--- src/hw/rtl/sensor_hub_gyro_report_parser_defines.svh ---
// Assertion macros for the sensor hub gyro report parser.
// Included by the top-level RTL file, which carries concurrent assertions; needs clk_i and rst_ni in scope.
`ifndef SENSOR_HUB_GYRO_REPORT_PARSER_DEFINES_SVH
`define SENSOR_HUB_GYRO_REPORT_PARSER_DEFINES_SVH

// Check a consequent in the same cycle as its antecedent.
`define SHGP_ASSERT_SAME(lbl, ante, cons, msg) \
  lbl: assert property (@(posedge clk_i) disable iff (!rst_ni) (ante) |-> (cons)) \
    else $error(msg);

// Check a consequent in the cycle after its antecedent.
`define SHGP_ASSERT_NEXT(lbl, ante, cons, msg) \
  lbl: assert property (@(posedge clk_i) disable iff (!rst_ni) (ante) |=> (cons)) \
    else $error(msg);

`endif

--- src/hw/rtl/shgp_pkg.sv ---
// Shared types and constants for the sensor hub gyro report parser.
// No dependencies; used by the channel interfaces and the top level.
`default_nettype none

package shgp_pkg;

  // Packet framing
  localparam int unsigned MaxPacket  = 512;
  localparam int unsigned LenW       = 15;
  localparam int unsigned PosW       = 10;
  localparam int unsigned HdrBytes   = 4;
  localparam int unsigned GyroBytes  = 10;
  localparam logic [LenW-1:0] LenBad = 15'h7FFF;
  localparam logic [LenW-1:0] MaxLen = LenW'(MaxPacket);

  // Channels and report identifiers
  localparam logic [7:0] ChanExec   = 8'h01;
  localparam logic [7:0] ChanInput  = 8'h03;
  localparam logic [7:0] IdGyro     = 8'h02;
  localparam logic [7:0] IdTsBase   = 8'hFB;
  localparam logic [7:0] IdTsRebase = 8'hFA;
  localparam logic [3:0] TsSkip     = 4'd4;

  localparam logic [7:0] StaleLimitReset = 8'd5;
  localparam logic [7:0] StaleMax        = 8'hFF;

  typedef enum logic {
    OP_BYTE = 1'b0,
    OP_TICK = 1'b1
  } op_e;

  typedef enum logic [1:0] {
    KIND_GYRO   = 2'd0,
    KIND_NOTICE = 2'd1,
    KIND_BEAT   = 2'd2
  } kind_e;

  typedef struct packed {
    kind_e       kind;
    logic [15:0] rate_x;
    logic [15:0] rate_y;
    logic [15:0] rate_z;
    logic [7:0]  beat_number;
    logic [31:0] sample_total;
    logic        recover;
  } result_t;

endpackage

`default_nettype wire

--- src/hw/rtl/shgp_in_if.sv ---
// Request channel of the gyro report parser: packet bytes and ticks.
// Depends on shgp_pkg for the operation type.
`default_nettype none

interface shgp_in_if;
  import shgp_pkg::*;

  logic       valid;
  logic       ready;
  op_e        op;
  logic [7:0] data_byte;
  logic       first_byte;

  modport source (output valid, output op, output data_byte, output first_byte, input ready);
  modport sink   (input valid, input op, input data_byte, input first_byte, output ready);
endinterface

`default_nettype wire

--- src/hw/rtl/shgp_out_if.sv ---
// Result channel of the gyro report parser: samples, notices, heartbeats.
// Depends on shgp_pkg for the result kind type.
`default_nettype none

interface shgp_out_if;
  import shgp_pkg::*;

  logic               valid;
  logic               ready;
  kind_e              kind;
  logic signed [15:0] rate_x;
  logic signed [15:0] rate_y;
  logic signed [15:0] rate_z;
  logic        [7:0]  beat_number;
  logic        [31:0] sample_total;
  logic               recover;

  modport source (output valid, output kind, output rate_x, output rate_y, output rate_z,
                  output beat_number, output sample_total, output recover, input ready);
  modport sink   (input valid, input kind, input rate_x, input rate_y, input rate_z,
                  input beat_number, input sample_total, input recover, output ready);
endinterface

`default_nettype wire

--- src/hw/rtl/sensor_hub_gyro_report_parser.sv ---
// Sensor hub gyro report parser: top level.
// Depends on shgp_pkg, shgp_in_if, shgp_out_if and the assertion macro header.
//
// Usage:
//   in_i carries one request per handshake: a packet byte (op = byte, with
//   first_byte marking header byte 0 of a new packet) or a one-second tick.
//   out_o carries at most one result per request: a gyro sample when a gyro
//   report on the input channel completes, a reset notice on header byte 3
//   of an exec-channel packet with cargo, or a heartbeat on every tick.
//   cfg_we_i/cfg_wdata_i write the stale limit; write only while idle.
// Timing:
//   A request is decoded in the cycle it is accepted; its result appears in
//   the output register on the next cycle. One request is taken every cycle
//   while the single output register is empty or out_o.ready is high.
// Reset:
//   Parser idle, all counters and rate stores zero, stale limit 5.
// Stall:
//   A result waits in the output register while out_o.ready is low; a new
//   request is still taken in the same cycle the waiting result leaves.
`default_nettype none
`include "sensor_hub_gyro_report_parser_defines.svh"

module sensor_hub_gyro_report_parser (
  input  wire logic       clk_i,
  input  wire logic       rst_ni,
  input  wire logic       cfg_we_i,
  input  wire logic [7:0] cfg_wdata_i,
  shgp_in_if.sink         in_i,
  shgp_out_if.source      out_o
);
  import shgp_pkg::*;

  // Header byte positions
  localparam logic [PosW-1:0] HdrLenLo = PosW'(0);
  localparam logic [PosW-1:0] HdrLenHi = PosW'(1);
  localparam logic [PosW-1:0] HdrChan  = PosW'(2);
  localparam logic [PosW-1:0] HdrSeq   = PosW'(3);
  localparam logic [3:0]      GyroLast = 4'(GyroBytes - 1);

  // Configuration and parser state
  logic [7:0]      stale_limit_q;
  logic [PosW-1:0] pos_q, pos_d, pos_e;
  logic [LenW-1:0] len_q, len_d, len_e;
  logic [7:0]      chan_q, chan_d, chan_e;
  logic            ok_q, ok_d, ok_e;
  logic [3:0]      skip_q, skip_d, skip_e;
  logic [3:0]      ri_q, ri_d, ri_e;
  logic [15:0]     cap_q  [3];
  logic [15:0]     cap_d  [3];
  logic [15:0]     last_q [3];
  logic [15:0]     last_d [3];
  logic [15:0]     prev_q [3];
  logic [15:0]     prev_d [3];
  logic [7:0]      stale_q, stale_d, stale_n;
  logic [7:0]      beat_q, beat_d;
  logic [31:0]     sample_q, sample_d;

  // Working signals
  logic            in_acc;
  logic            advance;
  logic            same;
  logic [LenW-1:0] len_full;
  logic [LenW-1:0] remain;
  logic [PosW:0]   pos_inc;
  logic [3:0]      ri_off;
  logic [1:0]      slot;
  logic [7:0]      b;

  // Result register
  result_t res, res_q;
  logic    res_valid;
  logic    out_valid_q;

  assign in_acc     = in_i.valid && in_i.ready;
  assign in_i.ready = !out_valid_q || out_o.ready;
  assign b          = in_i.data_byte;

  // Effective state after a possible new-packet restart
  always_comb begin
    ok_e   = ok_q;
    pos_e  = pos_q;
    len_e  = len_q;
    chan_e = chan_q;
    skip_e = skip_q;
    ri_e   = ri_q;
    if (in_i.first_byte) begin
      ok_e   = 1'b1;
      pos_e  = '0;
      len_e  = '0;
      chan_e = '0;
      skip_e = '0;
      ri_e   = '0;
    end
  end

  // Decode one request: tick or packet byte
  always_comb begin
    ok_d      = ok_q;
    pos_d     = pos_q;
    len_d     = len_q;
    chan_d    = chan_q;
    skip_d    = skip_q;
    ri_d      = ri_q;
    cap_d     = cap_q;
    last_d    = last_q;
    prev_d    = prev_q;
    stale_d   = stale_q;
    beat_d    = beat_q;
    sample_d  = sample_q;
    res       = '0;
    res.kind  = KIND_GYRO;
    res_valid = 1'b0;
    advance   = 1'b0;
    same      = 1'b0;
    stale_n   = stale_q;
    len_full  = {b[6:0], len_e[7:0]};
    remain    = len_e - LenW'(pos_e);
    pos_inc   = {1'b0, pos_e} + (PosW+1)'(1);
    ri_off    = ri_e - 4'd4;
    slot      = ri_off[2:1];

    if (in_acc) begin
      if (in_i.op == OP_TICK) begin
        // Heartbeat and stale detection
        res_valid        = 1'b1;
        res.kind         = KIND_BEAT;
        res.rate_x       = last_q[0];
        res.rate_y       = last_q[1];
        res.rate_z       = last_q[2];
        res.beat_number  = beat_q;
        res.sample_total = sample_q;
        beat_d           = beat_q + 8'd1;
        same    = (last_q[0] == prev_q[0]) && (last_q[1] == prev_q[1]) &&
                  (last_q[2] == prev_q[2]);
        if (!same) begin
          stale_n = '0;
        end else if (stale_q != StaleMax) begin
          stale_n = stale_q + 8'd1;
        end
        prev_d = last_q;
        if (stale_n >= stale_limit_q) begin
          res.recover = 1'b1;
          sample_d    = '0;
          stale_d     = '0;
        end else begin
          stale_d = stale_n;
        end
      end else begin
        ok_d   = ok_e;
        pos_d  = pos_e;
        len_d  = len_e;
        chan_d = chan_e;
        skip_d = skip_e;
        ri_d   = ri_e;
        if (ok_e) begin
          advance = 1'b1;
          case (pos_e)
            HdrLenLo: len_d = LenW'(b);
            HdrLenHi: begin
              // Drop bad lengths, clamp long ones
              if (len_full == '0 || len_full == LenBad) begin
                ok_d    = 1'b0;
                advance = 1'b0;
              end else if (len_full > MaxLen) begin
                len_d = MaxLen;
              end else begin
                len_d = len_full;
              end
            end
            HdrChan: chan_d = b;
            HdrSeq: begin
              if (len_e <= LenW'(HdrBytes)) begin
                ok_d    = 1'b0;
                advance = 1'b0;
              end else if (chan_e == ChanExec) begin
                res_valid = 1'b1;
                res.kind  = KIND_NOTICE;
              end
            end
            default: begin
              if (chan_e == ChanInput) begin
                // Cargo: skip timestamps, capture gyro reports
                if (skip_e != '0) begin
                  skip_d = skip_e - 4'd1;
                end else if (ri_e != '0) begin
                  if (ri_e >= 4'd4 && slot != 2'd3) begin
                    if (!ri_e[0]) begin
                      cap_d[slot][7:0] = b;
                    end else begin
                      cap_d[slot][15:8] = b;
                    end
                  end
                  if (ri_e == GyroLast) begin
                    ri_d             = '0;
                    last_d           = cap_d;
                    sample_d         = sample_q + 32'd1;
                    res_valid        = 1'b1;
                    res.kind         = KIND_GYRO;
                    res.rate_x       = cap_d[0];
                    res.rate_y       = cap_d[1];
                    res.rate_z       = cap_d[2];
                    res.sample_total = sample_q + 32'd1;
                  end else begin
                    ri_d = ri_e + 4'd1;
                  end
                end else if (b == IdTsBase || b == IdTsRebase) begin
                  skip_d = TsSkip;
                end else if (b == IdGyro && remain >= LenW'(GyroBytes)) begin
                  ri_d = 4'd1;
                end
              end
            end
          endcase
          // Advance the byte position and close the packet at its end
          if (advance) begin
            if (pos_inc >= (PosW+1)'(HdrBytes) && LenW'(pos_inc) >= len_e) begin
              ok_d  = 1'b0;
              pos_d = '0;
            end else begin
              pos_d = pos_inc[PosW-1:0];
            end
          end
        end
      end
    end
  end

  // Hold parser state
  always_ff @(posedge clk_i or negedge rst_ni) begin
    if (!rst_ni) begin
      stale_limit_q <= StaleLimitReset;
      pos_q         <= '0;
      len_q         <= '0;
      chan_q        <= '0;
      ok_q          <= 1'b0;
      skip_q        <= '0;
      ri_q          <= '0;
      cap_q         <= '{default: '0};
      last_q        <= '{default: '0};
      prev_q        <= '{default: '0};
      stale_q       <= '0;
      beat_q        <= '0;
      sample_q      <= '0;
      out_valid_q   <= 1'b0;
    end else begin
      if (cfg_we_i) begin
        stale_limit_q <= cfg_wdata_i;
      end
      pos_q    <= pos_d;
      len_q    <= len_d;
      chan_q   <= chan_d;
      ok_q     <= ok_d;
      skip_q   <= skip_d;
      ri_q     <= ri_d;
      cap_q    <= cap_d;
      last_q   <= last_d;
      prev_q   <= prev_d;
      stale_q  <= stale_d;
      beat_q   <= beat_d;
      sample_q <= sample_d;
      // Load a fresh result or drop the one just taken
      if (in_acc) begin
        out_valid_q <= res_valid;
      end else if (out_o.ready) begin
        out_valid_q <= 1'b0;
      end
    end
  end

  // Capture the result payload
  always_ff @(posedge clk_i) begin
    if (in_acc && res_valid) begin
      res_q <= res;
    end
  end

  assign out_o.valid        = out_valid_q;
  assign out_o.kind         = res_q.kind;
  assign out_o.rate_x       = res_q.rate_x;
  assign out_o.rate_y       = res_q.rate_y;
  assign out_o.rate_z       = res_q.rate_z;
  assign out_o.beat_number  = res_q.beat_number;
  assign out_o.sample_total = res_q.sample_total;
  assign out_o.recover      = res_q.recover;

  // Assertions
  `SHGP_ASSERT_SAME(a_ri_range, 1'b1, ri_q <= GyroLast, "gyro report index out of range")
  `SHGP_ASSERT_SAME(a_skip_ri_excl, skip_q != '0, ri_q == '0, "timestamp skip inside gyro report")
  `SHGP_ASSERT_SAME(a_pos_in_pkt, ok_q, pos_q < PosW'(HdrBytes) || LenW'(pos_q) < len_q, "byte position past packet end")
  `SHGP_ASSERT_NEXT(a_recover_clr, in_acc && in_i.op == OP_TICK && res.recover, stale_q == '0 && sample_q == '0, "recovery did not clear counters")

endmodule

`default_nettype wire

--- src/flat_wrapper.sv ---
// flat-port wrapper written by rule: the top's interface ports become plain ports
module sensor_hub_gyro_report_parser_flat import shgp_pkg::*;
  (clk_i, rst_ni, cfg_we_i, cfg_wdata_i, in_i_valid, in_i_op, in_i_data_byte, in_i_first_byte, in_i_ready, out_o_valid, out_o_kind, out_o_rate_x, out_o_rate_y, out_o_rate_z, out_o_beat_number, out_o_sample_total, out_o_recover, out_o_ready);
  shgp_in_if in_i_i ();
  shgp_out_if out_o_i ();
  input  wire logic clk_i;
  input  wire logic rst_ni;
  input  wire logic cfg_we_i;
  input  wire logic [7:0] cfg_wdata_i;
  input wire logic [$bits(in_i_i.valid)-1:0] in_i_valid;
  input wire logic [$bits(in_i_i.op)-1:0] in_i_op;
  input wire logic [$bits(in_i_i.data_byte)-1:0] in_i_data_byte;
  input wire logic [$bits(in_i_i.first_byte)-1:0] in_i_first_byte;
  output wire logic [$bits(in_i_i.ready)-1:0] in_i_ready;
  output wire logic [$bits(out_o_i.valid)-1:0] out_o_valid;
  output wire logic [$bits(out_o_i.kind)-1:0] out_o_kind;
  output wire logic [$bits(out_o_i.rate_x)-1:0] out_o_rate_x;
  output wire logic [$bits(out_o_i.rate_y)-1:0] out_o_rate_y;
  output wire logic [$bits(out_o_i.rate_z)-1:0] out_o_rate_z;
  output wire logic [$bits(out_o_i.beat_number)-1:0] out_o_beat_number;
  output wire logic [$bits(out_o_i.sample_total)-1:0] out_o_sample_total;
  output wire logic [$bits(out_o_i.recover)-1:0] out_o_recover;
  input wire logic [$bits(out_o_i.ready)-1:0] out_o_ready;
  assign in_i_i.valid = in_i_valid;
  assign in_i_i.op = in_i_op;
  assign in_i_i.data_byte = in_i_data_byte;
  assign in_i_i.first_byte = in_i_first_byte;
  assign in_i_ready = in_i_i.ready;
  assign out_o_valid = out_o_i.valid;
  assign out_o_kind = out_o_i.kind;
  assign out_o_rate_x = out_o_i.rate_x;
  assign out_o_rate_y = out_o_i.rate_y;
  assign out_o_rate_z = out_o_i.rate_z;
  assign out_o_beat_number = out_o_i.beat_number;
  assign out_o_sample_total = out_o_i.sample_total;
  assign out_o_recover = out_o_i.recover;
  assign out_o_i.ready = out_o_ready;
  sensor_hub_gyro_report_parser u_core (.clk_i(clk_i), .rst_ni(rst_ni), .cfg_we_i(cfg_we_i), .cfg_wdata_i(cfg_wdata_i), .in_i(in_i_i), .out_o(out_o_i));
endmodule
--- config.mk ---
export PLATFORM = sky130hd
export DESIGN_NAME = sensor_hub_gyro_report_parser_flat
export DESIGN_NICKNAME = d
export VERILOG_FILES = /design/src/hw/rtl/shgp_pkg.sv /design/src/hw/rtl/shgp_in_if.sv /design/src/hw/rtl/shgp_out_if.sv /design/src/hw/rtl/sensor_hub_gyro_report_parser.sv /design/src/flat_wrapper.sv
export VERILOG_INCLUDE_DIRS = /design/src /design/src/hw/rtl
export SDC_FILE = /design/constraint.sdc
export NUM_CORES = 1
export LEC_CHECK = 0
export ABC_AREA = 0
export BUFFER_PORTS_ARGS = -buffer_cell sky130_fd_sc_hd__buf_2
export CAP_MARGIN = 20
export CORE_ASPECT_RATIO = 0.75
export CORE_MARGIN = 10
export CORE_UTILIZATION = 61
export DETAILED_ROUTE_END_ITERATION = 8
export GPL_ROUTABILITY_DRIVEN = 0
export PLACE_DENSITY = 0.8
export SETUP_SLACK_MARGIN = 0.1
export SLEW_MARGIN = 20
export SYNTH_ARGS = -nofsm -noshare
export SYNTH_HDL_FRONTEND = slang
export SYNTH_SLANG_ARGS = --single-unit
--- constraint.sdc ---
create_clock -name clk_i -period 14.7 [get_ports clk_i]
set_input_delay 2.94 -clock clk_i [delete_from_list [all_inputs] [get_ports clk_i]]
set_output_delay 2.94 -clock clk_i [all_outputs]
set_load 0.005 [all_outputs]
==> results of run 1 <==
## cells by family (layout without fill, tap and decap cells)
| logic type | count (synthesis) | count (layout) |
|---|---|---|
| AO/OA/AOI/OAI | 422 | 422 |
| multiplexers | 86 | 86 |
| XOR/XNOR | 69 | 69 |
| flip-flops | 326 | 326 |
| buffers and inverters | 155 | 232 |
| adder cells (fa/ha/maj) | 37 | 37 |
| other | 0 | 1 |
| AND/OR/NAND/NOR | 635 | 635 |
## per-stage QoR
step | util | instances
floorplan | - | 1730
global placement | 0.649 | 2097
detailed placement | 0.649 | 2097
CTS | 0.690 | 2158
global route | 0.690 | 2159
finish | 0.690 | 2159
## worst min path at each step
stage	start	endpoint	slack, ns	depth (start not counted)
floorplan	u_core.beat_q[7]	u_core.beat_q[7]	0.44	1
global placement	u_core.beat_q[7]	u_core.beat_q[7]	0.46	1
detailed placement	u_core.beat_q[7]	u_core.beat_q[7]	0.46	1
CTS	u_core.beat_q[7]	u_core.beat_q[7]	0.47	1
global route	u_core.beat_q[7]	u_core.beat_q[7]	0.50	1
finish	u_core.beat_q[7]	u_core.beat_q[7]	0.47	1
## layout make-up
type	instances	share of cell area
clock inverters	5	0.00413
flip-flops and latches	326	0.459
inverters	42	0.00840
diodes	1	0.000133
well taps	351	0.0234
repair buffers	129	0.0370
clock buffers	56	0.0547
multi-input cells	1249	0.413
## worst max-delay path: stages
cell	delay [ns]
buf_2	0.07
buf_4	0.46
clkinv_1	0.20
nand2_1	0.22
inv_1	0.11
ha_1	0.35
nor4_1	0.64
o21bai_1	0.22
nor2_1	0.21
nand2_1	0.08
a21oi_1	0.16
nor2_1	0.10
nor2_4	0.75
buf_4	0.80
## per-layer routing
layer	vias up	track usage	routed length (um)
li1	6278	-	-
met1	6660	0.342	19000
met3	63	0.0523	3650
met2	583	0.382	19700
met4	0	0.0667	792
met5	-	0	0
## power by group through the flow
stage / logic (mW) / registers [mW] / clock network, mW
after detailed placement: 0.400 / 1.06 / 0
after global placement: 0.386 / 1.06 / 0
after floorplan: 0.312 / 1.03 / 0
after global routing: 0.454 / 1.05 / 0.912
after CTS: 0.403 / 1.04 / 0.873
final: 0.407 / 1.04 / 0.864
## cells in the final DEF, fill, tap and decap left out, types with 26 or more instances in the layout
master	netlist	final
and3_1	26	26
edfxtp_1	91	91
nand2_1	296	295
ha_1	32	32
xnor2_1	65	65
nor2_1	90	88
a21o_1	50	49
clkbuf_16	0	36
buf_2	12	114
mux2_2	42	42
o21ai_0	165	165
a21oi_1	62	62
mux2i_1	44	44
nand4_1	27	27
inv_1	41	40
dfrtp_1	233	233
nand3_1	44	44
## registers in the layout, summed over array words and instances, names as in the netlist
name	count
u_core.out_o.kind	2
u_core.last_q	48
u_core.stale_limit_q	8
u_core.out_o.sample_total	32
u_core.ok_q	1
u_core.pos_q	10
u_core.stale_q	8
u_core.sample_q	32
u_core.prev_q	48
u_core.out_o.valid	1
u_core.len_q	15
u_core.ri_q	4
u_core.out_o.rate_y	16
u_core.cap_q	40
u_core.skip_q	4
u_core.chan_q	8
u_core.out_o.rate_z	16
u_core.out_o.rate_x	16
u_core.out_o.beat_number	8
u_core.out_o.recover	1
u_core.beat_q	8
==> metrics, run 1 <==
Syn. warnings 0; CP Capture Type flop; Compound-Gate Fraction of Synth Area 0.159; combinational share of power 0.176; Worst Reg-to-Reg Cells 14; DR vias approximately 14000; DR vias/cell approximately 6.3; TritonCTS Sinks approximately 330; Synth Net Count approximately 1800; RSZ-0062 raised after global routing no; worst r2r src u_core.last_q[0]; footprint of the multi-input gates 7760 um2; final critical-path setup slack 7.45 ns; outcome completed; Hold Crit Class flop to flop; Placed Area between 15000 and 20000 um2; crit path to u_core.out_o.sample_total[15]; final hold slack around 0.47 ns; cts hold-fix bufs 0; HPWL after DPL around 28 mm; die width 213 um; Clk pwr share 0.373; Top FF cell, synth dfrtp_1; Data arrival, critical path ~7.4 ns; worst setup path startpoint in_i_first_byte; XOR/XNOR Fraction of Synth Area 0.0356; initial antenna violation count 1; flip-flop and latch area roughly 8600 um2; Req. time, crit path approximately 15 ns; initial DRC count approximately 1700; Post-synth EDFFs around 90; Synth Area in Simple Gates 0.180; worst slack, placed 6.99 ns; Syn Area/Cell 9.80 um2; H-tree depth 2; layout cell share with drive strength beyond 1 0.137; Design Area, Final around 19000 um2; crit path time final roughly 7.3 ns; Final Routed Wirelength roughly 43 mm; Worst VDD drop ~0.00011 V; Worst Skew 0.0194 ns; nets between 1500 and 2000; Area growth syn-to-layout 10.7%; ys async rst share 0.721; DRT Pass-1 Iters 5; area share of the largest cell type after synthesis 0.344; flop2flop setup slack around 10 ns; GRT overflow 0; first-pass GRT wire length 69.3 mm; Ports between 100 and 150; Fmax ~0.14 GHz; area leader, netlist dfrtp_1; Final Cycle Share 0.493; Slew HR 0.305; clk slew on worst S/H paths 0.06 ns; mux cell area share after synthesis 0.0539; Post-Syn Area around 17000 um2; Final Max Slew Viols 0; input/output buffers 115; die height about 160 um; top cells by count, synth 296 x nand2_1, 233 x dfrtp_1, 165 x o21ai_0, 91 x edfxtp_1, 90 x nor2_1; Die ar. approximately 35000 um2; Seq pwr share 0.451; Synth area leaders dfrtp_1 34%, edfxtp_1 16%, nand2_1 6.6%; Cells after Synth between 1500 and 2000; Sw Share 0.286; Setup Buffers After CTS 0; Startpoint Class input pin; adder-cell share of the synthesized area 0.0272; ANT nets after route 0; fill cell count slightly above 2000; largest family of logic cells by synthesized area simple AND/OR/NAND/NOR gates; Tot GR Track Use 0.245; crit-path max FO 63; number of global-route vias before repair about 13000; TritonCTS clock tree built; critical path class input pin to flop; Worst R2R End u_core.stale_q[5]; Initial Utilization 0.623; max-cap viol count 0; clk buf depth 3; Lkg Pwr approximately 8.6 nW; DRC viols 0; Internal 1.65 mW; post-synthesis sequential area ratio 0.508; power per standard cell area around 120 nW/um2; Final setup viols 0; setup_tns 0 ns; Overall Power about 2.3 mW; worst slew pin tran approximately 1.0 ns; Sw Pwr ~660 uW; Inserted Clock Buffers 34; synthesized flop and latch total around 330; Clock Latency Late Sink between 0.5 and 0.6 ns; largest net degree at the start of global routing 105; # rows between 50 and 60; most numerous cell in the Yosys netlist nand2_1; Netlist cell types 76; post_cts resized 0; Routed wire per std cell between 15 and 20 um; final hold vios 0; CTS root buf clkbuf_16; core area 27200 um2
(Power assumes the default switching activity.)
==> inputs of run 2 (changes only) <==
Settings changed: ABC_AREA 0 to 1, CORE_UTILIZATION 61 to 55, PLACE_DENSITY 0.8 to 0.76.
Clock period 14.7 ns to 6 ns, I/O delays scaled along.
==> run 2 against run 1 <==
Critical endpoint is now u_core.sample_q[19]. Worst setup slack got worse by 6.5 ns. First-iteration DRC count up 1.5%. Clock skew increased by 0.0099 ns. Sequential power grew to 2.6 times the previous value. Cell area grew 1.3%. Sequential share of layout area is 0.48 points higher. Via count rose by 5.6%. Synthesized area up 1.0%.
==> metrics, run 2 <==
worst r2r src u_core.last_q[9] (was u_core.last_q[0]); Synth Net Count 2082 (was 1786); ys async rst share 0.728 (was 0.721); top cells by count, synth 510 x nand2_1, 241 x dfrtp_1, 238 x inv_1, 204 x o21ai_0, 137 x nor2_1 (was 296 x nand2_1, 233 x dfrtp_1, 165 x o21ai_0, 91 x edfxtp_1, 90 x nor2_1); commonest non-fill, non-tap cell in the layout nand2_1 (unchanged); CP Capture Type flop (unchanged); core area 30400 um2 (was 27200 um2); final hold vios 0 (unchanged); Final Max Slew Viols 0 (unchanged); die width 224 um (was 213 um); worst slew pin tran 0.963 ns (was 1.04 ns); CTS root buf clkbuf_16 (unchanged); TritonCTS clock tree built (unchanged); DR vias/cell 5.64 (was 6.29); DRC viols 0 (unchanged); final critical-path setup slack 0.976 ns (was 7.45 ns); Netlist cell types 58 (was 76); setup_tns 0 ns (unchanged); flop2flop setup slack 0.98 ns (was 10.00 ns); Inserted Clock Buffers 31 (was 34); Syn Area/Cell 8.45 um2 (was 9.80 um2); Clk pwr share 0.327 (was 0.373); Worst Hold Path Cells 2 (was 1); largest registers in the final layout u_core.cap_q: 48 flops, u_core.last_q: 48 flops, u_core.prev_q: 48 flops (was u_core.last_q: 48 flops, u_core.prev_q: 48 flops, u_core.cap_q: 40 flops); Cells after Synth 2026 (was 1730); worst path cell trace xor2_1 > nor2_1 > nand4_1 > nor4_1 > and2_1 > nand2_1 > a211oi_1 > ha_1 > nand2_1 > nor2_1 > nand4_1 > and3_1 > o21ai_0 > nand2_1 > buf_4 > inv_2 > nand2_1 > o21ai_0 (was buf_2 > buf_4 > clkinv_1 > nand2_1 > inv_1 > ha_1 > nor4_1 > o21bai_1 > nor2_1 > nand2_1 > a21oi_1 > nor2_1 > nor2_4 > buf_4); most numerous cell in the Yosys netlist nand2_1 (unchanged); HPWL after DPL 29.3 mm (was 28.2 mm); # rows 55 (was 52); crit-path max FO 25 (was 63); Data arrival, critical path 5.52 ns (was 7.39 ns); input/output buffers 115 (unchanged); Tot GR Track Use 0.216 (was 0.245); Startpoint Class flop (was input pin); clk buf depth 3 (unchanged); Critical Path Max Stage Delay 0.72 ns (was 0.80 ns); DRT Pass-1 Iters 6 (was 5); fill cell count 2543 (was 2025); Top FF cell, synth dfrtp_1 (unchanged); Internal 4.16 mW (was 1.65 mW); Seq pwr share 0.445 (was 0.451); Final Routed Wirelength 42.3 mm (was 43.2 mm); initial DRC count 1747 (was 1722); GRT overflow 0 (unchanged); Post-synth EDFFs 91 (unchanged); Post-Syn Area 17100 um2 (was 17000 um2); ANT nets after route 0 (unchanged); Placed Area 18000 um2 (was 17700 um2); Hold Crit Class flop to flop (unchanged); fin util 0.625 (was 0.690); Synth area leaders dfrtp_1 35%, edfxtp_1 16%, nand2_1 11% (was dfrtp_1 34%, edfxtp_1 16%, nand2_1 6.6%); area leader, netlist dfrtp_1 (unchanged); combinational share of power 0.228 (was 0.176); crit path time final 5.02 ns; nets 2173 (was 1838); Worst VDD drop 0.000211 V (was 0.000106 V); initial antenna violation count 0 (was 1); hold_sp u_core.chan_q[6] (was u_core.beat_q[7]); post_cts resized 0 (unchanged); Overall Power 6.12 mW (was 2.31 mW); Sw Pwr 1.96 mW (was 661 uW); Fmax around 0.2 GHz; Ports 116 (unchanged); Design Area, Final 19000 um2 (was 18800 um2); CP delay by family, top simple AND/OR/NAND/NOR gates (unchanged); Lkg Pwr 9.21 nW (was 8.59 nW); worst path bufs/invs 2 (was 5); Final setup viols 0 (unchanged); area share of the largest cell type after synthesis 0.352 (was 0.344); cts hold-fix bufs 0 (unchanged); post-synthesis sequential area ratio 0.515 (was 0.508); WHS Endpoint u_core.chan_q[6] (was u_core.beat_q[7]); Routed wire per std cell 16.6 um (was 20.0 um); layout cell share with drive strength beyond 1 0.115 (was 0.137); max-cap viol count 0 (unchanged); RSZ-0062 raised after global routing no (unchanged); Final Cycle Share 0.837; Slew HR 0.358 (was 0.305); Req. time, crit path 6.50 ns (was 14.84 ns); Worst Reg-to-Reg Cells 18 (was 14); largest net degree at the start of global routing 124 (was 105); most frequent cells in the layout 509 x nand2_1, 241 x dfrtp_1, 238 x inv_1 (was 295 x nand2_1, 233 x dfrtp_1, 165 x o21ai_0); Worst R2R End u_core.sample_q[19] (was u_core.stale_q[5]); Syn. warnings 0 (unchanged); DR vias 14300 (was 13600); H-tree depth 1 (was 2); Setup Buffers After CTS 0 (unchanged); first-pass GRT wire length 70.0 mm (was 69.3 mm); Die ar. 38700 um2 (was 34900 um2); Worst Skew 0.0293 ns (was 0.0194 ns); clk slew on worst S/H paths 0.07 ns (was 0.06 ns); number of global-route vias before repair 13600 (was 13000); Clock Latency Late Sink 0.60 ns (was 0.53 ns); Sw Share 0.320 (was 0.286); die height 173 um (was 164 um); power per standard cell area 322 nW/um2 (was 123 nW/um2); Top cell by count, worst path nand2_1; outcome completed (unchanged); Slowest-stage cell, CP nor4_1 (was buf_4); critical path class flop to flop (was input pin to flop); worst slack, placed 1.06 ns (was 6.99 ns); Area growth syn-to-layout 11.0% (was 10.7%); Initial Utilization 0.563 (was 0.623); TritonCTS Sinks 334 (was 326); synthesized flop and latch total 334 (was 326)
[run 2: cell type report]
cell class	count	area, um2	area share
antenna	1	2.50	0.000132
tap	399	499	0.0263
clock inverter	20	218	0.0115
clock buffer	38	812	0.0427
multi-input combinational	1369	7020	0.369
sequential	334	8820	0.464
inverter	254	956	0.0503
timing repair buffer	127	688	0.0362
[run 2: cell families after synthesis]
group	after synthesis	synth area share
muxes	9	0.00592
and+or+nand+nor	895	0.229
AOI/OAI and AO/OA	373	0.119
DFF	334	0.515
buffers and inverters	323	0.0767
xor gates and xnor gates	59	0.0302
adders and majority gates	33	0.0245
[run 2: how the worst max path moves through the flow]
stage	start	endpoint	slack, ns	cells past startpoint
2_1_floorplan	in_i_first_byte	u_core.out_o.beat_number[0]	0.74	15
3_3_place_gp	in_i_first_byte	u_core.out_o.sample_total[12]	1.19	17
3_5_place_dp	in_i_first_byte	u_core.out_o.sample_total[12]	1.06	17
4_1_cts	u_core.last_q[10]	u_core.sample_q[9]	1.13	18
5_1_grt	u_core.last_q[9]	u_core.sample_q[19]	0.48	18
6_report	u_core.last_q[9]	u_core.sample_q[19]	0.98	18
[run 2: metal layers]
metal	global-route usage	vias up	wire length, um
met5	0	-	0
met4	0.0318	0	524
met3	0.0458	42	3840
met2	0.328	582	18500
met1	0.317	6846	19500
li1	-	6878	-
[run 2: worst min-delay path: cells and delay by family, from the launching register on]
family / cells / cell delay [ns]
flops: 1 / 0.35
simple gates: 2 / 0.10
[run 2: through the flow]
step | cells | hold slack [ns]
final | 2542 | 0.482
after detailed placement | 2483 | 0.466
after floorplan | 2026 | 0.448
after CTS | 2541 | 0.484
after global routing | 2541 | 0.504
after global placement | 2483 | 0.461
[run 2: power groups by stage]
stage	clock network, mW	logic [mW]	registers [mW]
3_3_place_gp	0	1.33	2.75
2_1_floorplan	0	1.01	2.73
6_report	2.00	1.40	2.72
3_5_place_dp	0	1.37	2.76
5_1_grt	2.13	1.58	2.75
4_1_cts	2.03	1.38	2.72
